File: config.mk
export PLATFORM = sky130hd
export DESIGN_NAME = cv3_cell
export DESIGN_NICKNAME = d
export VERILOG_FILES = /design/src/rtl/cv3_pkg.sv /design/src/rtl/cv3_cell.sv
export SDC_FILE = /design/constraint.sdc
export NUM_CORES = 1
export LEC_CHECK = 0
export BUFFER_PORTS_ARGS = -buffer_cell sky130_fd_sc_hd__buf_2
export CAP_MARGIN = 20
export CORE_MARGIN = 3
export CORE_UTILIZATION = 50
export CTS_CLUSTER_SIZE = 25
export DETAILED_ROUTE_END_ITERATION = 7
export PLACE_DENSITY = 0.72
export SLEW_MARGIN = 30
export SYNTH_ARGS = -nofsm -noshare
export SYNTH_HDL_FRONTEND = slang
export SYNTH_SLANG_ARGS = --single-unit
File: constraint.sdc
create_clock -name aclk -period 7.89 [get_ports aclk]
set_input_delay 1.578 -clock aclk [delete_from_list [all_inputs] [get_ports aclk]]
set_output_delay 1.578 -clock aclk [all_outputs]
set_load 0.01 [all_outputs]
File: src/rtl/cv3_pkg.sv
// Shared types and constants for the 3x3 valid-mode convolution stream.
package cv3_pkg;

    // Image side length in pixels; the line stores hold one entry per column.
    localparam int IMAGE_SIZE = 256;
    localparam int ADDR_W     = (IMAGE_SIZE > 1) ? $clog2(IMAGE_SIZE) : 1;

    localparam int PIX_W    = 8;
    localparam int WGT_W    = 8;
    localparam int PROD_W   = 17;
    localparam int COLSUM_W = 18;
    localparam int OUT_W    = 20;
    localparam int POS_W    = 10;
    localparam int CFG_W    = 24;
    localparam int CFG_IDX_W = 2;

    // Configuration register indexes.
    localparam logic [CFG_IDX_W-1:0] CFG_WEIGHTS_TOP    = 2'd0;
    localparam logic [CFG_IDX_W-1:0] CFG_WEIGHTS_MID    = 2'd1;
    localparam logic [CFG_IDX_W-1:0] CFG_WEIGHTS_BOTTOM = 2'd2;

    localparam logic [CFG_W-1:0] RESET_WEIGHTS_TOP    = 24'h010101;
    localparam logic [CFG_W-1:0] RESET_WEIGHTS_MID    = 24'h000000;
    localparam logic [CFG_W-1:0] RESET_WEIGHTS_BOTTOM = 24'hFFFFFF;

    typedef logic [PIX_W-1:0] pix_t;

    // One window column, top to bottom.
    typedef struct packed {
        pix_t top;
        pix_t mid;
        pix_t bot;
    } wcol_t;

    // The three weights that apply to one window column.
    typedef struct packed {
        logic signed [WGT_W-1:0] top;
        logic signed [WGT_W-1:0] mid;
        logic signed [WGT_W-1:0] bot;
    } wts_t;

    // One line store entry: the previous row and the row before that.
    typedef struct packed {
        pix_t above1;
        pix_t above2;
    } line_pair_t;

endpackage

File: src/rtl/cv3_cell.sv
// One window column cell: holds three pixels, passes them on and forms its column sum.
module cv3_cell (
    input  logic                                   aclk,
    input  logic                                   shift_en,
    input  cv3_pkg::wcol_t                         col_in,
    input  logic                                   sum_en,
    input  cv3_pkg::wts_t                          weights,
    output cv3_pkg::wcol_t                         col_out,
    output logic signed [cv3_pkg::COLSUM_W-1:0]    col_sum
);
    import cv3_pkg::*;

    wcol_t                      col_reg;
    logic signed [COLSUM_W-1:0] sum_reg;
    logic signed [COLSUM_W-1:0] sum_next;
    logic signed [PIX_W:0]      px_top;
    logic signed [PIX_W:0]      px_mid;
    logic signed [PIX_W:0]      px_bot;
    logic signed [PROD_W-1:0]   prod_top;
    logic signed [PROD_W-1:0]   prod_mid;
    logic signed [PROD_W-1:0]   prod_bot;

    always_comb begin
        px_top   = {1'b0, col_reg.top};
        px_mid   = {1'b0, col_reg.mid};
        px_bot   = {1'b0, col_reg.bot};
        prod_top = px_top * weights.top;
        prod_mid = px_mid * weights.mid;
        prod_bot = px_bot * weights.bot;
        sum_next = {prod_top[PROD_W-1], prod_top}
                 + {prod_mid[PROD_W-1], prod_mid}
                 + {prod_bot[PROD_W-1], prod_bot};
    end

    always_ff @(posedge aclk) begin
        if (shift_en) begin
            col_reg <= col_in;
        end
        if (sum_en) begin
            sum_reg <= sum_next;
        end
    end

    assign col_out = col_reg;
    assign col_sum = sum_reg;

endmodule

==> flow_summary.json <==
{
  "clock_latency_ns": 0.31,
  "startpoint_type": "input pin",
  "die_y_um": 137,
  "setup_ws_ns": -0.319,
  "fin_crit_ns": 8.21,
  "synth_top_area_frac": 0.361,
  "ys_ff_latch": 42,
  "cap_viol_max_count": 0,
  "finalHoldViolations": 0,
  "failed_checks": "negative setup slack",
  "numCtsBuffers": 5,
  "required_ns": 7.95,
  "yosysTopAreaCell": "fa_1",
  "area_growth_pct": 19.7,
  "post-place-ws_ns": -0.759,
  "synth.area.top_cells": "fa_1 (36%), ha_1 (18%), edfxtp_1 (15%), inv_1 (9.9%), and2_1 (8.2%)",
  "wl_per_cell_um": 14.8,
  "vias": 6043,
  "crit_slowest_cell": "fa_1",
  "synth.avg_cell_area_um2": 10.2,
  "grt_remaining_overflow": 0,
  "clockBufferDepth": 2,
  "netlist_instances": 839,
  "path_class": "input pin to flop",
  "path_common_cell": "fa_1",
  "cts.sinks": 42,
  "die_area_um2": 18700,
  "drive_above_1_share": 0.217,
  "synth_warnings": 0,
  "routed_wirelength_um": 17900,
  "final_area_um2": 10200,
  "htreeDepth": 2,
  "cp_top_family": "adder cells",
  "end_kind": "flop",
  "finalSetupTns_ns": -1.96,
  "vias_per_cell": 4.99,
  "yosys_most_used_dff": "edfxtp_1",
  "status": "finished with violations",
  "synthArstFlopShare": 0,
  "postRouteAntennaNets": 0,
  "io_buffers": 92,
  "grt_max_degree": 25,
  "max_stage_delay_ns": 0.56,
  "io_pins": 93,
  "hold_class": "flop to flop",
  "drt_pass1_iterations": 4,
  "first_global_vias": 6436,
  "ys_seq_area_frac": 0.148,
  "num-fill-cells": 1375,
  "rsz0062_at_grt": "yes",
  "synth_edf_count": 42,
  "grt.total_usage": 0.205,
  "root_buffer": "clkbuf_16",
  "drc": 0,
  "critPathMaxFanout": 6,
  "tritoncts": "yes",
  "cp_data_arrival_time_ns": 8.27,
  "finClkSkew_ns": 0.00990,
  "n_antenna_cell": 0,
  "synth_cell_type_count": 31,
  "clk_pin_slew_ns": 0.07,
  "hpwl_um": 14900,
  "nets": 1321,
  "row_count": 47,
  "syn_area_um2": 8530,
  "slew_headroom": 0.540,
  "fin_crit_sh": 1.04,
  "start_util": 0.513,
  "placed_area_um2": 9710,
  "worst_pin_slew_ns": 0.690,
  "grt_antenna_before_repair": 0,
  "fmax_ghz": 0.122,
  "setup_viol": 9,
  "globalplace.congestion": 0.866,
  "maxSlewViolCount": 0,
  "coreArea_um2": 16600,
  "drt_iter0_markers": 267,
  "grt_pass1_wl_um": 30000,
  "synth.net_count": 1170,
  "die_w_um": 137,
  "cp_num_buf_inv": 5
}
-- synthesized netlist by cell type (2+ instances only) --
| cell | count |
|---|---|
| o21bai_1 | 3 |
| ha_1 | 126 |
| a21o_1 | 9 |
| o31ai_1 | 3 |
| fa_1 | 154 |
| a21oi_1 | 18 |
| a21oi_2 | 4 |
| o21ai_0 | 6 |
| and2_1 | 112 |
| a31oi_1 | 2 |
| o21a_1 | 5 |
| edfxtp_1 | 42 |
| nand3_1 | 2 |
| inv_1 | 224 |
| nor3_1 | 3 |
| xnor2_1 | 17 |
| xor2_1 | 10 |
| a211oi_2 | 2 |
| nand2b_1 | 13 |
| nor2_1 | 13 |
| nand2_1 | 61 |
-- area by class of cell --
class | instances | area (µm²) | area share
clock buffers | 5 | 125 | 0.0122
clock inverters | 3 | 23.8 | 0.00233
inverters | 224 | 843 | 0.0825
multi-input cells | 573 | 6800 | 0.666
flip-flops and latches | 42 | 1260 | 0.123
well taps | 220 | 275 | 0.0269
repair buffers | 144 | 886 | 0.0867
-- flip-flops by register name (all words and copies together), names as in the netlist --
signal   cells
col_out     24
col_sum     18
-- kinds of logic after synthesis --
| logic type | Yosys count | share of synthesized area |
|---|---|---|
| flops | 42 | 0.148 |
| compound gates | 58 | 0.0497 |
| xor+xnor | 27 | 0.0277 |
| fa+ha+maj | 280 | 0.546 |
| buf+inv | 224 | 0.0985 |
| simple gates | 208 | 0.130 |
-- per-stage QoR --
| step | utilization | cells | hold WS [ns] |
|---|---|---|---|
| floorplan | - | 839 | 0.814 |
| global placement | 0.584 | 1195 | 0.988 |
| detailed placement | 0.584 | 1195 | 0.973 |
| CTS | 0.604 | 1207 | 1.01 |
| global route | 0.614 | 1211 | 1.04 |
| finish | 0.614 | 1211 | 1.02 |
-- final timing paths --
kind,from,to,slack (ns),cells past startpoint
min,col_out[8],col_sum[0],1.02,2
max reg2reg,col_out[3],col_sum[14],0.44,29
max,weights[5],col_sum[14],-0.32,25
min reg2reg,col_out[8],col_sum[0],1.02,2
-- metal layers --
layer	global-route usage	vias up	part of all wire
met3	0.0279	22	0.038
li1	-	2848	-
met2	0.360	130	0.52
met5	0	-	0
met1	0.268	3043	0.42
met4	0.0521	0	0.020
-- cell usage in the layout, fill, tap and decap left out, types with 3 or more instances in the layout --
cell type | Yosys | routed
a21o_1 | 9 | 9
a21oi_1 | 18 | 13
a21oi_2 | 4 | 7
and2_1 | 112 | 110
buf_2 | 0 | 87
buf_4 | 0 | 51
buf_6 | 0 | 4
clkbuf_16 | 0 | 5
edfxtp_1 | 42 | 42
fa_1 | 154 | 148
fa_2 | 0 | 6
ha_1 | 126 | 110
ha_4 | 0 | 14
inv_1 | 224 | 212
inv_2 | 0 | 11
nand2_1 | 61 | 60
nand2b_1 | 13 | 13
nor2_1 | 13 | 13
nor3_1 | 3 | 3
o21a_1 | 5 | 5
o21ai_0 | 6 | 3
o21ai_1 | 1 | 3
o21bai_1 | 3 | 3
o31ai_1 | 3 | 3
xnor2_1 | 17 | 14
xor2_1 | 10 | 7
xor2_2 | 0 | 3
-- worst min-delay path: stages, from the launching register on --
cell      delay (ns)
edfxtp_1        0.50
and2_1          0.24
ha_1            0.16
-- timing repair --
action                     CTS  global route
cloned                       0             0
buffers inserted             5             4
gates resized for setup     26            30
hold buffers                 0             0
setup endpoints to repair   10            10
pin swaps                   16            23
Power is left out: the tool's default activity adds up to more than one toggle a clock period on the data nets, which glitch-free logic cannot reach.
