## src/rtl/cv3_pkg.sv

```systemverilog
// Shared types and constants for the 3x3 valid-mode convolution stream.
package cv3_pkg;

    // Image side length in pixels; the line stores hold one entry per column.
    localparam int IMAGE_SIZE = 256;
    localparam int ADDR_W     = (IMAGE_SIZE > 1) ? $clog2(IMAGE_SIZE) : 1;

    localparam int PIX_W    = 8;
    localparam int WGT_W    = 8;
    localparam int PROD_W   = 17;
    localparam int COLSUM_W = 18;
    localparam int OUT_W    = 20;
    localparam int POS_W    = 10;
    localparam int CFG_W    = 24;
    localparam int CFG_IDX_W = 2;

    // Configuration register indexes.
    localparam logic [CFG_IDX_W-1:0] CFG_WEIGHTS_TOP    = 2'd0;
    localparam logic [CFG_IDX_W-1:0] CFG_WEIGHTS_MID    = 2'd1;
    localparam logic [CFG_IDX_W-1:0] CFG_WEIGHTS_BOTTOM = 2'd2;

    localparam logic [CFG_W-1:0] RESET_WEIGHTS_TOP    = 24'h010101;
    localparam logic [CFG_W-1:0] RESET_WEIGHTS_MID    = 24'h000000;
    localparam logic [CFG_W-1:0] RESET_WEIGHTS_BOTTOM = 24'hFFFFFF;

    typedef logic [PIX_W-1:0] pix_t;

    // One window column, top to bottom.
    typedef struct packed {
        pix_t top;
        pix_t mid;
        pix_t bot;
    } wcol_t;

    // The three weights that apply to one window column.
    typedef struct packed {
        logic signed [WGT_W-1:0] top;
        logic signed [WGT_W-1:0] mid;
        logic signed [WGT_W-1:0] bot;
    } wts_t;

    // One line store entry: the previous row and the row before that.
    typedef struct packed {
        pix_t above1;
        pix_t above2;
    } line_pair_t;

endpackage

```

## src/rtl/cv3_line_buf.sv

```systemverilog
// Line store memory holding the two previous image rows, one entry per column.
module cv3_line_buf (
    input  logic                       aclk,
    input  logic                       rd_en,
    input  logic [cv3_pkg::ADDR_W-1:0] rd_addr,
    output cv3_pkg::line_pair_t        rd_data,
    input  logic                       wr_en,
    input  logic [cv3_pkg::ADDR_W-1:0] wr_addr,
    input  cv3_pkg::line_pair_t        wr_data
);
    import cv3_pkg::*;

    line_pair_t mem_reg [IMAGE_SIZE];
    line_pair_t rd_data_reg;

    always_ff @(posedge aclk) begin
        if (wr_en) begin
            mem_reg[wr_addr] <= wr_data;
        end
    end

    always_ff @(posedge aclk) begin
        if (rd_en) begin
            rd_data_reg <= mem_reg[rd_addr];
        end
    end

    assign rd_data = rd_data_reg;

endmodule

```

## config.mk

```make
export PLATFORM = sky130hd
export DESIGN_NAME = cv3_line_buf
export DESIGN_NICKNAME = d
export VERILOG_FILES = /design/src/rtl/cv3_pkg.sv /design/src/rtl/cv3_line_buf.sv
export SDC_FILE = /design/constraint.sdc
export NUM_CORES = 2
export LEC_CHECK = 0
export BUFFER_PORTS_ARGS = -buffer_cell sky130_fd_sc_hd__buf_2
export CORE_MARGIN = 2
export CORE_UTILIZATION = 35
export DETAILED_ROUTE_END_ITERATION = 12
export GPL_ROUTABILITY_DRIVEN = 0
export PLACE_DENSITY = 0.49
export SLEW_MARGIN = 10
export SYNTH_ARGS = -nofsm -noshare
export SYNTH_HDL_FRONTEND = slang
export SYNTH_SLANG_ARGS = --single-unit
export TNS_END_PERCENT = 1
```

## constraint.sdc

```tcl
create_clock -name aclk -period 4.9 [get_ports aclk]
set_clock_uncertainty 0.1 [all_clocks]
set_input_delay 0.245 -clock aclk [delete_from_list [all_inputs] [get_ports aclk]]
set_output_delay 0.245 -clock aclk [all_outputs]
set_load 0.05 [all_outputs]
```

==> reports/metrics.csv <==
metric,value,unit
ios,51,
yosys_most_used_dff,sky130_fd_sc_hd__edfxtp_1,
post_cts_hold_buffer_count,24,
io_buffers,50,
first_global_vias,79101,
critPathSlowestCell,sky130_fd_sc_hd__o21ai_0,
nNetsFinal,7965,
synth_largest_area_cell,sky130_fd_sc_hd__edfxtp_1,
synth-seq-cells,4112,
flow.area_growth_from_synthesis,15.3,%
floorplan.die.width,678,um
period_needed,3.66,ns
n_fill_cell,39879,
slew_headroom,10.9,%
timing.critical_path.buf_inv,4,
first_iter_violations,9800,
antenna_violating_nets_post_route,0,
placed_cells,13458,
grt_start_max_net_pins,144,
crit_path_max_incr_delay,0.78,ns
layout.cells.most_common_list,"sky130_fd_sc_hd__edfxtp_1, sky130_fd_sc_hd__mux4_2, sky130_fd_sc_hd__mux2i_1",
ys_top_cells_by_area,"sky130_fd_sc_hd__edfxtp_1, sky130_fd_sc_hd__mux4_2, sky130_fd_sc_hd__mux2i_1",
cts_buffers,422,
synthCells,7360,
grt_remaining_overflow,0,
ys.warnings.count,0,
drtPass1Iterations,7,
timing.hold.worst.class,input pin to register,
final_min_period_over_clock_period,74.6,%
numClockSinks,4112,
postRouteWirelength,469000,um
largest_register_ffs,4096,
final_cells,14269,
seq_area,123000,sq um
synth_enable_flop_cells,4112,
grt_first_pass_wirelength,648000,um
data_arrival_time_of_the_worst_path,4.37,ns
final_layout_size_suffix_gt1_share,27.0,%
ir_worst_vdd,0.306,mV
final.hold.worst_slack,0.0529,ns
async_flop_share,0,%
drv_cap,0,
yosysSeqAreaShare,77.7,%
cts_setup_buffers,0,
root_buffer_cell,sky130_fd_sc_hd__clkbuf_16,
cp_data_required_time,5.61,ns
run_status,"finished, final reports clean",
critical_path.cell_chain,dlygate4sd3_1 > buf_6 > inv_6 > buf_4 > a221oi_1 > o21ai_0 > nand4_1 > or4b_1 > nor4_2,
cts_buffer_depth,4,
endpoint_kind,register,
timing_hold_violations_final,0,
via_count,79145,
power-per-cell-area,407,nW/um^2
synth_nets,7395,
viasPerCell,5.55,
total_track_usage,20.0,%
unrepaired_setup_endpoints_after_global_routing,no,
final_setup_violations,0,
clock_insertion_delay_worst_skew,1.00,ns
floorplan.core_area,452000,sq um
cpLargestDelayFamily,buffers and inverters,
area_of_the_multi_input_gates,33200,sq um
final_max_slew_viol_count,0,
setup_crit_start_kind,input pin,
layout.cells.most_common,sky130_fd_sc_hd__edfxtp_1,
cts_tree,done,
hpwl,283000,um
fmaxAchievable,273,MHz
synth.cell_area,159000,sq um
synth.lib_cells_used.distinct,51,
setup_tns,0,ns
detail_route.drc_violations,0,
worst_slew_pin_slew,1.34,ns
placement_rows,247,
clk_transition_reported_paths,0.06,ns
wl_per_cell,32.9,um
synthesis.area_per_instance,21.6,sq um
effective_utilization_at_floorplan,35.1,%
cts_resized,0,
die_h,678,um
die_area,459000,sq um
synth_top_area_share,77.7,%
path_max_fanout,40,
leakage,0.0575,uW
htreeDepth,5,
criticalPathCategory,input pin to register,
grt_antenna_before_repair,29,
[worst reg2reg max path, stage by stage (launching register included)]
cell	delay (ns)
sky130_fd_sc_hd__edfxtp_1	0.37
sky130_fd_sc_hd__mux4_2	0.48
sky130_fd_sc_hd__mux2_2	0.29
sky130_fd_sc_hd__a221oi_1	0.66
sky130_fd_sc_hd__o31ai_1	0.40
sky130_fd_sc_hd__buf_4	0.26
sky130_fd_sc_hd__o32ai_1	0.57
sky130_fd_sc_hd__nor4_1	0.16
[per-layer routing]
layer / GRT usage [%] / share of wire (%)
met1: 27.7 / 42
met2: 32.9 / 48
met4: 5.55 / 3.1
met5: 0 / 0.0090
met3: 3.02 / 6.3
[metrics by stage]
stage	util [%]	setup slack, ns	instance area [sq um]	total power (uW)
3_5_place_dp	37.4	0.495	169000	43500
2_1_floorplan	-	2.31	159000	41500
6_report	40.5	1.24	183000	74600
5_1_grt	40.5	1.24	183000	76700
3_3_place_gp	37.4	0.424	169000	43500
4_1_cts	40.5	1.36	183000	75300
[worst paths after layout]
kind | startpoint | to | slack (ns) | depth (start not counted)
max | rd_addr[4] | rd_data[4] | 1.24 | 9
max reg2reg | mem_reg[139][9] | rd_data[9] | 1.34 | 7
min reg2reg | mem_reg[95][2] | rd_data[2] | 1.06 | 5
min | wr_addr[5] | mem_reg[115][13] | 0.05 | 4
[cells in the mapped netlist, types with 2 or more instances]
library cell                count
sky130_fd_sc_hd__a2111oi_0      6
sky130_fd_sc_hd__a211oi_1      18
sky130_fd_sc_hd__a21o_1         2
sky130_fd_sc_hd__a21oi_1      175
sky130_fd_sc_hd__a221oi_1      28
sky130_fd_sc_hd__a22o_1        32
sky130_fd_sc_hd__a22oi_1       43
sky130_fd_sc_hd__a31oi_1        6
sky130_fd_sc_hd__and3_1        11
sky130_fd_sc_hd__and4_1         2
sky130_fd_sc_hd__buf_1         27
sky130_fd_sc_hd__buf_12         5
sky130_fd_sc_hd__buf_2         76
sky130_fd_sc_hd__buf_4         26
sky130_fd_sc_hd__buf_6         77
sky130_fd_sc_hd__buf_8         11
sky130_fd_sc_hd__clkbuf_1     230
sky130_fd_sc_hd__edfxtp_1    4112
sky130_fd_sc_hd__inv_1          3
sky130_fd_sc_hd__mux2_2        88
sky130_fd_sc_hd__mux2i_1      565
sky130_fd_sc_hd__mux4_2       797
sky130_fd_sc_hd__nand2_1       38
sky130_fd_sc_hd__nand2b_1       3
sky130_fd_sc_hd__nand3_1       35
sky130_fd_sc_hd__nand4_1       26
sky130_fd_sc_hd__nand4b_1       3
sky130_fd_sc_hd__nor2_1       304
sky130_fd_sc_hd__nor2b_1        9
sky130_fd_sc_hd__nor3_1        92
sky130_fd_sc_hd__nor4_1        17
sky130_fd_sc_hd__nor4bb_1       2
sky130_fd_sc_hd__o21ai_0       37
sky130_fd_sc_hd__o221ai_1     252
sky130_fd_sc_hd__o22ai_1      148
sky130_fd_sc_hd__o31ai_1       16
sky130_fd_sc_hd__o32ai_1       20
sky130_fd_sc_hd__or2_2          4
sky130_fd_sc_hd__or3_1          2
[final cells by class]
type                    count  area share (%)
flip-flops and latches   4112            67.4
well taps                5976            4.08
repair buffers            598            2.91
inverters                   4          0.0150
clock buffers             518            6.03
diodes                     17          0.0232
clock inverters           252            1.40
multi-input cells        2792            18.1
[cells by family (layout without fill, tap and decap cells)]
family                 count (synthesis)  after routing  synth area share, %
flip-flops                          4112           4112                 77.7
buffers and inverters                456           1372                 1.69
AND/OR/NAND/NOR                      556            556                 1.57
multiplexers                        1450           1450                 15.5
AO/OA/AOI/OAI                        786            786                 3.53
other                                  0             17                    0
[report_power, final]
| group | switching (uW) | leakage [uW] | internal, uW |
|---|---|---|---|
| Sequential | 43.5 | 0.0370 | 38800 |
| Clock | 13600 | 0.00662 | 18300 |
| Combinational | 2610 | 0.0139 | 1270 |
Note: power is estimated with default switching activity, not from simulation.
